==> config.mk <==
export PLATFORM = sky130hd
export DESIGN_NAME = segment_first_fit_allocator
export DESIGN_NICKNAME = d
export VERILOG_FILES = /design/src/rtl/core/sffa_pkg.sv /design/src/rtl/core/segment_first_fit_allocator.sv
export SDC_FILE = /design/constraint.sdc
export NUM_CORES = 1
export LEC_CHECK = 0
export BUFFER_PORTS_ARGS = -buffer_cell sky130_fd_sc_hd__buf_2
export CAP_MARGIN = 20
export CELL_PAD_IN_SITES_DETAIL_PLACEMENT = 0
export CELL_PAD_IN_SITES_GLOBAL_PLACEMENT = 1
export CORE_ASPECT_RATIO = 2
export CORE_MARGIN = 1.5
export CORE_UTILIZATION = 50
export CTS_BUF_LIST = sky130_fd_sc_hd__clkbuf_2 sky130_fd_sc_hd__clkbuf_4 sky130_fd_sc_hd__clkbuf_8
export DETAILED_ROUTE_END_ITERATION = 12
export PLACE_DENSITY_LB_ADDON = 0.25
export SYNTH_ARGS = -nofsm -noshare
export SYNTH_HDL_FRONTEND = slang
export SYNTH_SLANG_ARGS = --single-unit
==> constraint.sdc <==
create_clock -name clk -period 6.37 [get_ports clk]
set_input_delay 0.9555 -clock clk [delete_from_list [all_inputs] [get_ports clk]]
set_output_delay 0.9555 -clock clk [all_outputs]
set_load 0.02 [all_outputs]
==> src/rtl/core/sffa_pkg.sv <==
// sffa_pkg: shared constants and types for the segment first-fit allocator
// no dependencies
`default_nettype none
package sffa_pkg;
	localparam int SEGMENTS_DEF    = 64;
	localparam int MAX_EXTENTS_DEF = 32;

	typedef logic [1:0] action_t;
	typedef logic [2:0] status_t;

	localparam action_t ACT_ALLOC    = 2'd0;
	localparam action_t ACT_FREE     = 2'd1;
	localparam action_t ACT_FREE_ALL = 2'd2;
	localparam action_t ACT_UNUSED   = 2'd3;

	localparam status_t ST_OK      = 3'd0;
	localparam status_t ST_OOM     = 3'd1;
	localparam status_t ST_ZERO    = 3'd2;
	localparam status_t ST_OUTSIDE = 3'd3;
	localparam status_t ST_OVERLAP = 3'd4;
	localparam status_t ST_DOUBLE  = 3'd5;
endpackage
`default_nettype wire

==> src/rtl/core/segment_first_fit_allocator.sv <==
// segment_first_fit_allocator: address-ordered free extent table in one memory
// depends on sffa_pkg
//
// usage: raise start with action, start_segment and seg_count while busy is
// low; the transfer happens at that edge and busy is high from the next cycle.
// the block walks the extent table held in a synchronous memory (one entry
// read per cycle, registered read data), applies the allocate or free,
// shifts entries up or down for inserts and removals, and then walks the
// table once more to gather the free total and the largest extent. the
// result is shown for one cycle with done high; the receiver cannot stall it
// and busy is already low in that cycle, so a new transfer may happen there.
// the search reads and then checks each entry that it visits, a shift reads
// and then writes each entry that it moves, and the summary pass and the
// output state follow; every step goes through the single read port. zero
// size and outside ram go straight to the summary pass. free everything
// runs a clearing pass and then the summary pass. after reset a clearing
// pass runs with busy high before the first transfer.
`default_nettype none
module segment_first_fit_allocator #(
	parameter int SEGMENTS    = sffa_pkg::SEGMENTS_DEF,
	parameter int MAX_EXTENTS = sffa_pkg::MAX_EXTENTS_DEF
) (
	input  wire logic             clk,
	input  wire logic             arst_n,
	input  wire logic             start,
	output logic                  busy,
	input  wire sffa_pkg::action_t action,
	input  wire logic [5:0]       start_segment,
	input  wire logic [6:0]       seg_count,
	output logic                  done,
	output sffa_pkg::status_t     status,
	output logic [5:0]            granted_segment,
	output logic [6:0]            free_total,
	output logic [6:0]            largest_free,
	output logic                  ram_empty,
	output logic                  ram_full,
	output logic                  fragmented
);
	import sffa_pkg::*;

	localparam int IW = (MAX_EXTENTS > 1) ? $clog2(MAX_EXTENTS) : 1;
	localparam int CW = $clog2(MAX_EXTENTS + 1);

	localparam logic [3:0] S_CLEAR = 4'd0, S_IDLE = 4'd1, S_RD = 4'd2, S_CHK = 4'd3,
		S_UPRD = 4'd4, S_UPWR = 4'd5, S_DNRD = 4'd6, S_DNWR = 4'd7,
		S_SUMRD = 4'd8, S_SUMCHK = 4'd9, S_OUT = 4'd10, S_PREV = 4'd11,
		S_PREVCHK = 4'd12;

	// entry memory: {start, length}
	logic [15:0] mem [MAX_EXTENTS];
	logic [15:0] rdata;
	logic        we;
	logic [IW-1:0] waddr, raddr;
	logic [15:0] wdata;

	always_ff @(posedge clk) begin
		if (we) mem[waddr] <= wdata;
		rdata <= mem[raddr];
	end

	logic [3:0]    state_q;
	logic [CW-1:0] cnt_q;       // extent count
	logic [CW-1:0] idx_q;       // walk index
	logic [CW-1:0] tgt_q;       // target of insert or removal
	action_t       act_q;
	logic [7:0]    s_q, n_q;
	status_t       st_q;
	logic [5:0]    gr_q;
	logic [7:0]    tot_q, big_q, first_len_q;
	logic [15:0]   ins_q;       // entry written at the end of a shift up
	logic [7:0]    pe_q;        // end of preceding extent
	logic          has_prev_q;
	logic          mode_q;      // 1: after shift down, merge into tgt-1

	wire [7:0] ent_s = rdata[15:8];
	wire [7:0] ent_l = rdata[7:0];
	wire [7:0] e_end = s_q + n_q;
	wire [7:0] cur_end = ent_s + ent_l;

	assign busy = (state_q != S_IDLE);

	// memory port control: clearing, modify writes and shift moves
	always_comb begin
		we = 1'b0; waddr = idx_q[IW-1:0]; wdata = '0; raddr = idx_q[IW-1:0];
		case (state_q)
			S_CLEAR: begin
				we = 1'b1;
				wdata = (idx_q == '0) ? {8'd0, 8'(SEGMENTS)} : 16'd0;
			end
			S_CHK: begin
				if (act_q == ACT_ALLOC) begin
					if (ent_l > n_q) begin
						we = 1'b1; wdata = {ent_s, ent_l - n_q};
					end
				end else if (s_q < ent_s && e_end == ent_s &&
					!(has_prev_q && s_q <= pe_q)) begin
					we = 1'b1; wdata = {s_q, ent_l + n_q};
				end
			end
			S_PREVCHK: begin
				we = 1'b1; wdata = {ent_s, ent_l + n_q};
			end
			S_UPRD: raddr = IW'(idx_q - 1'b1);
			S_UPWR: begin
				we = 1'b1;
				wdata = (idx_q == tgt_q) ? ins_q : rdata;
			end
			S_DNWR: begin
				we = 1'b1; waddr = IW'(idx_q - 1'b1);
				wdata = (idx_q >= cnt_q) ? 16'd0 : rdata;
			end
			S_SUMCHK: raddr = IW'(idx_q + 1'b1);
			default: ;
		endcase
	end

	always_ff @(posedge clk or negedge arst_n) begin
		if (!arst_n) begin
			state_q <= S_CLEAR; idx_q <= '0; cnt_q <= '0; done <= 1'b0;
			tgt_q <= '0; act_q <= ACT_ALLOC; s_q <= '0; n_q <= '0;
			st_q <= ST_OK; gr_q <= '0; tot_q <= '0; big_q <= '0; first_len_q <= '0;
			ins_q <= '0; pe_q <= '0; has_prev_q <= 1'b0; mode_q <= 1'b0;
		end else begin
			done <= 1'b0;
			case (state_q)
				S_CLEAR: begin
					if (idx_q == CW'(MAX_EXTENTS - 1)) begin
						cnt_q <= CW'(1);
						idx_q <= '0;
						state_q <= (act_q == ACT_FREE_ALL && tgt_q == '1) ? S_SUMRD : S_IDLE;
					end else idx_q <= idx_q + 1'b1;
				end
				S_IDLE: if (start) begin
					act_q <= action; s_q <= {2'b0, start_segment}; n_q <= {1'b0, seg_count};
					st_q <= ST_OK; gr_q <= '0; idx_q <= '0; has_prev_q <= 1'b0; pe_q <= '0;
					tgt_q <= '0; mode_q <= 1'b0;
					if (action == ACT_FREE_ALL) begin
						tgt_q <= '1; act_q <= ACT_FREE_ALL; state_q <= S_CLEAR;
					end else if (action == ACT_ALLOC || action == ACT_FREE) begin
						if (seg_count == '0) begin
							st_q <= ST_ZERO; state_q <= S_SUMRD;
						end else if (action == ACT_FREE &&
							({2'b0, start_segment} + {1'b0, seg_count}) > 8'(SEGMENTS)) begin
							st_q <= ST_OUTSIDE; state_q <= S_SUMRD;
						end else state_q <= S_RD;
					end else state_q <= S_SUMRD;
				end
				S_RD: begin
					// reached end of table
					if (idx_q >= cnt_q) begin
						if (act_q == ACT_ALLOC) begin
							st_q <= ST_OOM; state_q <= S_SUMRD; idx_q <= '0;
						end else if (has_prev_q && s_q == pe_q) begin
							idx_q <= idx_q - 1'b1; state_q <= S_PREV;
						end else if (!has_prev_q || s_q > pe_q) begin
							if (cnt_q >= CW'(MAX_EXTENTS)) begin
								st_q <= ST_OOM; state_q <= S_SUMRD; idx_q <= '0;
							end else begin
								tgt_q <= idx_q; ins_q <= {s_q, n_q}; state_q <= S_UPRD;
								idx_q <= cnt_q;
							end
						end else begin
							st_q <= ST_DOUBLE; state_q <= S_SUMRD; idx_q <= '0;
						end
					end else state_q <= S_CHK;
				end
				S_CHK: begin
					if (act_q == ACT_ALLOC) begin
						if (ent_l >= n_q) begin
							if (ent_l > n_q) begin
								gr_q <= 6'(ent_s + ent_l - n_q);
								state_q <= S_SUMRD; idx_q <= '0;
							end else begin
								gr_q <= ent_s[5:0]; tgt_q <= idx_q; mode_q <= 1'b0;
								idx_q <= idx_q + 1'b1; state_q <= S_DNRD;
							end
						end else begin
							idx_q <= idx_q + 1'b1; state_q <= S_RD;
						end
					end else if (s_q >= ent_s) begin
						has_prev_q <= 1'b1; pe_q <= cur_end;
						idx_q <= idx_q + 1'b1; state_q <= S_RD;
					end else begin
						// current extent found at idx_q
						state_q <= S_SUMRD;
						if (has_prev_q && s_q == pe_q) begin
							if (e_end < ent_s) begin
								idx_q <= idx_q - 1'b1; state_q <= S_PREV;
							end else if (e_end == ent_s) begin
								// merge three ways: prev += n + cur, drop cur
								n_q <= n_q + ent_l; tgt_q <= idx_q; mode_q <= 1'b1;
								idx_q <= idx_q + 1'b1; state_q <= S_DNRD;
							end else begin
								st_q <= ST_OVERLAP; idx_q <= '0;
							end
						end else if (e_end == ent_s) begin
							// grow the current extent downward, written by the port control
							if (has_prev_q && s_q < pe_q) st_q <= ST_OVERLAP;
							idx_q <= '0;
						end else if (e_end > ent_s) begin
							st_q <= ST_OVERLAP; idx_q <= '0;
						end else if (!has_prev_q || s_q > pe_q) begin
							if (cnt_q >= CW'(MAX_EXTENTS)) begin
								st_q <= ST_OOM; idx_q <= '0;
							end else begin
								tgt_q <= idx_q; ins_q <= {s_q, n_q}; idx_q <= cnt_q;
								state_q <= S_UPRD;
							end
						end else begin
							st_q <= ST_DOUBLE; idx_q <= '0;
						end
					end
				end
				// grow the preceding extent by n
				S_PREV: state_q <= S_PREVCHK;
				S_PREVCHK: begin
					idx_q <= '0; state_q <= S_SUMRD;
				end
				// shift up: entry idx-1 moves to idx, from the top down to tgt
				S_UPRD: state_q <= S_UPWR;
				S_UPWR: begin
					if (idx_q == tgt_q) begin
						cnt_q <= cnt_q + 1'b1; idx_q <= '0; state_q <= S_SUMRD;
					end else begin
						idx_q <= idx_q - 1'b1; state_q <= S_UPRD;
					end
				end
				// shift down: entry idx moves to idx-1, clearing the last slot
				S_DNRD: state_q <= S_DNWR;
				S_DNWR: begin
					if (idx_q >= cnt_q) begin
						cnt_q <= cnt_q - 1'b1;
						if (mode_q) begin
							idx_q <= tgt_q - 1'b1; state_q <= S_PREV;
						end else begin
							idx_q <= '0; state_q <= S_SUMRD;
						end
					end else begin
						idx_q <= idx_q + 1'b1; state_q <= S_DNRD;
					end
				end
				// summary pass over the table
				S_SUMRD: begin
					tot_q <= '0; big_q <= '0; first_len_q <= '0;
					if (cnt_q == '0) state_q <= S_OUT;
					else state_q <= S_SUMCHK;
				end
				S_SUMCHK: begin
					tot_q <= tot_q + ent_l;
					if (ent_l > big_q) big_q <= ent_l;
					if (idx_q == '0) first_len_q <= ent_l;
					if (idx_q + 1'b1 >= cnt_q) state_q <= S_OUT;
					else idx_q <= idx_q + 1'b1;
				end
				S_OUT: begin
					done <= 1'b1; tgt_q <= '0; act_q <= ACT_ALLOC; state_q <= S_IDLE;
				end
				default: state_q <= S_IDLE;
			endcase
		end
	end

	// result registers
	always_ff @(posedge clk) begin
		if (state_q == S_OUT) begin
			status <= st_q;
			granted_segment <= (act_q == ACT_ALLOC && st_q == ST_OK) ? gr_q : 6'd0;
			free_total <= tot_q[6:0];
			largest_free <= big_q[6:0];
			ram_empty <= (cnt_q != '0) && (first_len_q == 8'(SEGMENTS));
			ram_full <= (cnt_q == '0);
			fragmented <= (cnt_q > CW'(1));
		end
	end

	a_cnt_range: assert property (@(posedge clk) disable iff (!arst_n)
		cnt_q <= CW'(MAX_EXTENTS)) else $error("extent count out of range");
	a_done_idle: assert property (@(posedge clk) disable iff (!arst_n)
		done |-> !busy) else $error("result while busy");
	a_start_busy: assert property (@(posedge clk) disable iff (!arst_n)
		(start && !busy) |=> busy) else $error("accepted item did not go busy");
	a_status_rng: assert property (@(posedge clk) disable iff (!arst_n)
		done |-> (status <= ST_DOUBLE)) else $error("bad status code");
endmodule
`default_nettype wire
==> results of run 1 <==
[power by group through the flow]
stage | Sequential [W] | Combinational, W | Clock (W)
final | 0.00618 | 0.00921 | 0.00345
after global placement | 0.00623 | 0.00895 | 0
after detailed placement | 0.00624 | 0.00909 | 0
after floorplan | 0.00600 | 0.00599 | 0
after global routing | 0.00622 | 0.00993 | 0.00366
after CTS | 0.00616 | 0.00913 | 0.00350
[metrics by stage]
step | hold slack [ns] | instance area [µm²] | worst slack (ns) | power (W)
after floorplan | 0.440 | 29700 | 1.24 | 0.0120
after global placement | 0.455 | 31200 | 1.06 | 0.0152
after detailed placement | 0.461 | 31200 | 0.968 | 0.0153
after CTS | 0.240 | 33200 | 0.911 | 0.0188
after global routing | 0.281 | 33200 | 0.401 | 0.0198
final | 0.249 | 33200 | 0.779 | 0.0188
[metal layers]
layer	global-route usage, %	up-vias	share of wire, %
met5	0	-	0
met1	29.9	10400	33
met2	56.3	851	54
met3	3.83	303	4.8
met4	22.8	0	8.3
li1	-	9536	-
[registers in the layout, summed over array words and instances, names as in the netlist, 7 cells and up]
register	flops
big_q	8
first_len_q	8
free_total	7
ins_q	14
largest_free	7
mem	512
n_q	8
pe_q	8
rdata	16
tot_q	7
[worst max-delay path: stages, from the launching register on]
cell and delay [ns]:
dfrtp_1 0.45, ha_1 0.24, fa_1 0.42, a21o_1 0.20, a21oi_1 0.23, o21bai_1 0.10
a21oi_1 0.20, xnor2_1 0.09, ha_1 0.29, and4_1 0.27, nand4_1 0.17, a2111o_1 0.43
nor3b_4 0.46, a31oi_2 0.22, nand3_1 0.32, nand2_1 0.34, nor2b_1 0.55, buf_4 0.31
[final timing paths]
| path | cells past startpoint | end |
|---|---|---|
| max | 17 | mem[2][12]$_DFFE_PP_ |
| min | 1 | cnt_q[2]$_DFFE_PN0P_ |
| max reg2reg | 17 | mem[2][12]$_DFFE_PP_ |
| min reg2reg | 2 | gr_q[0]$_DFFE_PN0P_ |
| max in group asynchronous | 2 | pe_q[3]$_DFFE_PN0P_ |
| min in group clk | 2 | gr_q[0]$_DFFE_PN0P_ |
[logic make-up after synthesis]
kind of cell	after synthesis
compound gates	526
xor+xnor	48
fa+ha+maj	100
buf+inv	209
flops	649
mux	37
simple gates	934
[cell usage in the layout, fill, tap and decap left out, types with 9 or more instances in the layout]
| cell | instances |
|---|---|
| nand4_1 | 9 |
| ha_1 | 93 |
| a22oi_1 | 11 |
| nor4_1 | 9 |
| mux2_2 | 32 |
| o211ai_1 | 13 |
| dfrtp_1 | 95 |
| dfxtp_1 | 16 |
| nand2_1 | 538 |
| and3_1 | 10 |
| a21o_1 | 23 |
| nand3_1 | 175 |
| nor3_1 | 14 |
| o31ai_1 | 14 |
| o21ai_0 | 71 |
| and2_1 | 12 |
| nor2b_1 | 20 |
| inv_1 | 68 |
| clkbuf_8 | 91 |
| a2111oi_2 | 10 |
| clkbuf_4 | 19 |
| buf_2 | 44 |
| buf_4 | 109 |
| o21a_1 | 9 |
| a31oi_1 | 27 |
| nor2_1 | 102 |
| a21oi_1 | 137 |
| a311oi_1 | 32 |
| a211oi_1 | 9 |
| edfxtp_1 | 538 |
| a32oi_1 | 68 |
| a22o_1 | 14 |
| clkinv_2 | 20 |
| xnor2_1 | 36 |
| clkinv_1 | 17 |
| bufinv_16 | 10 |
| xor2_1 | 12 |
[cell type report]
cell class,instances,area (µm²)
Antenna cell,1,2.50
Clock buffer,110,1400
Clock inverter,51,515
Fill cell,4944,25800
Inverter,72,270
Multi-Input combinational cell,1645,10000
Sequential cell,649,18900
Tap cell,768,961
Timing Repair Buffer,158,1140
==> results_dict.tcl, run 1 <==
set metrics [dict create \
    worst_setup_path_start_kind "flop" \
    setup_tns_ns 0 \
    num_vias 21100 \
    cts_setup_buffers 0 \
    wl_per_cell_um 26.4 \
    pwr-share-comb_pct 48.9 \
    criticalPathCategory "flop to flop" \
    switchingPower_w 0.00838 \
    period_needed_ns 5.59 \
    yosys-top-cells-area "edfxtp_1, dfrtp_1, nand2_1" \
    worst-path-max-fanout 11 \
    synth_compound_area_share_pct 12.7 \
    cts_buffers 89 \
    holdBufCountCts 0 \
    yosysUniqueCellTypes 90 \
    synth.yosys.seq_area_share_pct 63.4 \
    cp-startpoint "n_q[0]$_DFFE_PN0P_" \
    stdcell_count 3454 \
    tightest_slew_ns 1.10 \
    fin_nets 2733 \
    synth_top_family_by_area "simple AND/OR/NAND/NOR gates" \
    cts_max_level 3 \
    status "completed" \
    ys_seq_elements 649 \
    synth_top_area_share_pct 54.3 \
    synth_area_leader_cell "edfxtp_1" \
    synth.avg_cell_area_um2 11.9 \
    cp_data_arrival_time_ns 5.96 \
    num_rows 126 \
    p_per_area_nw_per_um2 568 \
    grt_max_degree 67 \
    synth.area.mux_share_pct 1.38 \
    dieArea_um2 61000 \
    p_leak_nw 12.2 \
    synth-xor-area-share_pct 1.41 \
    synthCells 2503 \
    clkLatencyLatePin_ns 0.68 \
    finalCritPeriodShare_pct 87.8 \
    r2r-start "n_q[0]$_DFFE_PN0P_" \
    drive_gt1_share_pct 14.4 \
    postCtsResizedCells 0 \
    final_util_pct 56.2 \
    avgViaCountPerCell 6.10 \
    portBuffers 45 \
    grt_util_all_layers_pct 30.1 \
    drt_iter0_drc 1808 \
    die_width_um 175 \
    synth_fa_ha_area_share_pct 4.38 \
    synth_warnings 0 \
    hold_violations 0 \
    syn-num-nets 2621 \
    p_clk_share_pct 18.3 \
    placedCellCount 3291 \
    clk_pin_slew_ns 0.07 \
    rsz0062_at_grt "no" \
    worst_ep_required_time_ns 6.74 \
    grt_pass1_wl_um 133000 \
    first_global_vias 21100 \
    die_h_um 348 \
    synth-edff-count 538 \
    synth_ff_type "edfxtp_1" \
    area_growth_pct 11.5 \
    synthArstFlopShare_pct 14.6 \
    cp-end-kind "flop" \
    gp_congestion 0.962 \
    share_seq_of_total_power_pct 32.8 \
    min_path_type "input pin to asynchronous set/reset pin" \
    syn_area_um2 29700 \
    peakVddDrop_mv 0.356 \
    wirelength_um 91200 \
    drc 0 \
    cap_violations 0 \
    slew_headroom_pct 26.0 \
    synthSimpleGateAreaFrac_pct 13.7 \
    r2r_slack_ns 0.78 \
    antenna_found_initial 1 \
    yosysMostFrequentCell "nand2_1" \
    grt-ovfl-total 0 \
    power.internal_w 0.0105 \
    cts_sinks 649 \
    setup_viol 0 \
    sw_frac_of_total_pct 44.5 \
    cts-root-buf "clkbuf_8" \
    dp_hpwl_um 63600 \
    cts_tree "built" \
    antenna_left 0 \
    start_util_pct 50.4 \
    synth_common_cells "nand2_1, edfxtp_1, nand3_1" \
    ioPinCount 46 \
    fmax_mhz 179 \
    core_area_um2 59000 \
    dr.pass1.iters 5 \
    finClkSkew_ns 0.0367 \
    clock_path_buffers 3 \
    drv_slew 0 \
]
Power figures use the tool's default switching activity.
==> run 2, diff against run 1 <==
--- a/config.mk
+++ b/config.mk
@@ -11,3 +11,2 @@
 export CELL_PAD_IN_SITES_GLOBAL_PLACEMENT = 1
-export CORE_ASPECT_RATIO = 2
 export CORE_MARGIN = 1.5
==> constraint.sdc (replaced) <==
create_clock -name clk -period 6.37 [get_ports clk]
set_input_delay 0.3185 -clock clk [delete_from_list [all_inputs] [get_ports clk]]
set_output_delay 0.3185 -clock clk [all_outputs]
set_load 0.02 [all_outputs]
==> run 2 against run 1 <==
Sequential cell count unchanged. Clock skew down 0.012 ns. Fmax up 1.4%. Critical path depth down 2. Power up 1.9%. Sequential share of layout area down 0.65 points. Clock power up 6.4%. First-iteration DRC count up 32%. Critical path type unchanged. Largest cell class unchanged.
==> results_dict.tcl, run 2 (synthesized netlist as in run 1, its figures left out) <==
set metrics [dict create \
    status "completed" \
    finClkSkew_ns 0.0245 \
    worst_ep_required_time_ns 6.94 \
    grt_util_all_layers_pct 29.5 \
    dieArea_um2 61000 \
    grt_pass1_wl_um 132000 \
    worst-path-max-fanout 20 \
    grt-ovfl-total 0 \
    peakVddDrop_mv 0.297 \
    ioPinCount 46 \
    final_util_pct 56.9 \
    drt_iter0_drc 2386 \
    cp_data_arrival_time_ns 6.09 \
    min_path_type "input pin to asynchronous set/reset pin" \
    cts-root-buf "clkbuf_8" \
    critical_path_buf_inv_count 1 \
    cap_violations 0 \
    reg_top3 "mem: 512 flops, rdata: 16 flops, ins_q: 14 flops" \
    first_global_vias 20500 \
    hold_violations 0 \
    cts_max_level 3 \
    core_area_um2 58900 \
    r2r_cells 15 \
    start_util_pct 50.5 \
    rsz0062_at_grt "no" \
    hold_ws_ns 0.0377 \
    fmax_mhz 181 \
    tightest_slew_ns 1.11 \
    slew_headroom_pct 25.2 \
    cts_setup_buffers 0 \
    crit_top_cell "a21oi_1" \
    cts_tree "built" \
    clock_path_buffers 3 \
    drive_gt1_share_pct 15.0 \
    worst_setup_path_start_kind "flop" \
    p_per_area_nw_per_um2 572 \
    die_width_um 247 \
    slowest_delay_ns 0.89 \
    fin_ws_ns 0.857 \
    p_clk_share_pct 19.1 \
    period_needed_ns 5.51 \
    dr.pass1.iters 6 \
    cts_buffers 102 \
    cts_sinks 649 \
    num_rows 89 \
    sw_frac_of_total_pct 44.7 \
    fin_nets 2758 \
    pwr-share-comb_pct 49.1 \
    num_vias 21400 \
    fin_area_um2 33500 \
    cp-end-kind "flop" \
    reg2reg_to "mem[30][2]$_DFFE_PP_" \
    wl_per_cell_um 25.3 \
    post_dp_cell_area_um2 31200 \
    switchingPower_w 0.00858 \
    drv_slew 0 \
    wirelength_um 88800 \
    die_h_um 247 \
    layout_common_cells "nand2_1, edfxtp_1, nand3_1" \
    antenna_found_initial 2 \
    pre_cts_slack_ns 1.06 \
    gp_congestion 0.958 \
    r2r-start "n_q[0]$_DFFE_PN0P_" \
    share_seq_of_total_power_pct 31.8 \
    largest_reg_flops 512 \
    power.internal_w 0.0106 \
    p_leak_nw 12.4 \
    clkLatencyLatePin_ns 0.74 \
    criticalPathCategory "flop to flop" \
    drc 0 \
    clk_pin_slew_ns 0.06 \
    regMostFlops "mem" \
    dp_hpwl_um 59500 \
    setup_viol 0 \
    portBuffers 45 \
    avgViaCountPerCell 6.11 \
    r2r_slack_ns 0.86 \
    area_growth_pct 12.8 \
    crit_path_top_delay_cell "o21ai_2" \
    crit_chain "ha_1, fa_1, a21o_1, a21oi_1, o21bai_1, a21oi_1, xnor2_1, ha_1, and4_1, nand4_1, a2111o_1, o21ai_0, a21oi_1, o21ai_2, buf_4" \
    finalCritPeriodShare_pct 86.5 \
    cp_top_family "compound AO/OA/AOI/OAI gates" \
    setup_tns_ns 0 \
    antenna_left 0 \
    grt_max_degree 72 \
]
run 2: stage by stage:
step           power (W)  std cells
2_1_floorplan     0.0120       2503
3_3_place_gp      0.0153       3294
3_5_place_dp      0.0154       3294
4_1_cts           0.0191       3503
5_1_grt           0.0202       3504
6_report          0.0192       3504
run 2: power by group through the flow:
stage / registers [W] / logic, W / clock network (W)
final: 0.00610 / 0.00943 / 0.00367
after CTS: 0.00608 / 0.00931 / 0.00372
after floorplan: 0.00600 / 0.00599 / 0
after global routing: 0.00613 / 0.0102 / 0.00391
after detailed placement: 0.00616 / 0.00927 / 0
after global placement: 0.00615 / 0.00916 / 0
run 2: worst max-delay path by stage:
stage                             from                   end  slack [ns]  cells past startpoint
floorplan           n_q[0]$_DFFE_PN0P_   mem[0][4]$_DFFE_PP_        1.24                     16
global placement    s_q[1]$_DFFE_PN0P_   mem[1][2]$_DFFE_PP_        1.20                     16
detailed placement  n_q[0]$_DFFE_PN0P_   mem[7][2]$_DFFE_PP_        1.06                     15
CTS                 s_q[1]$_DFFE_PN0P_   mem[3][2]$_DFFE_PP_        1.05                     16
global route        n_q[0]$_DFFE_PN0P_   mem[7][2]$_DFFE_PP_        0.74                     15
finish              n_q[0]$_DFFE_PN0P_  mem[30][2]$_DFFE_PP_        0.86                     15
run 2: timing repair:
item	in CTS	in global routing
endpoints found under the hold margin	38	0
resized for setup	0	0
hold buffers	15	0
run 2: layer usage:
metal | vias to the layer above | GRT usage [%] | share of wire [%]
li1 | 9612 | - | -
met1 | 10500 | 40.3 | 41
met2 | 1072 | 47.2 | 47
met3 | 186 | 5.13 | 8.0
met4 | 0 | 11.4 | 3.8
met5 | - | 0 | 0
run 2: layout make-up:
type	instances	area (µm²)
Inverter	72	270
Timing Repair Buffer	170	1280
Sequential cell	649	18900
Fill cell	4917	25400
Antenna cell	1	2.50
Tap cell	773	967
Clock buffer	155	1880
Multi-Input combinational cell	1645	10000
Clock inverter	39	275
run 2: worst register-to-register path, stage by stage (launching register included):
cell	delay [ns]
dfrtp_1	0.44
ha_1	0.24
fa_1	0.42
a21o_1	0.20
a21oi_1	0.23
o21bai_1	0.09
a21oi_1	0.19
xnor2_1	0.10
ha_1	0.30
and4_1	0.26
nand4_1	0.18
a2111o_1	0.44
o21ai_0	0.82
a21oi_1	0.20
o21ai_2	0.89
buf_4	0.37
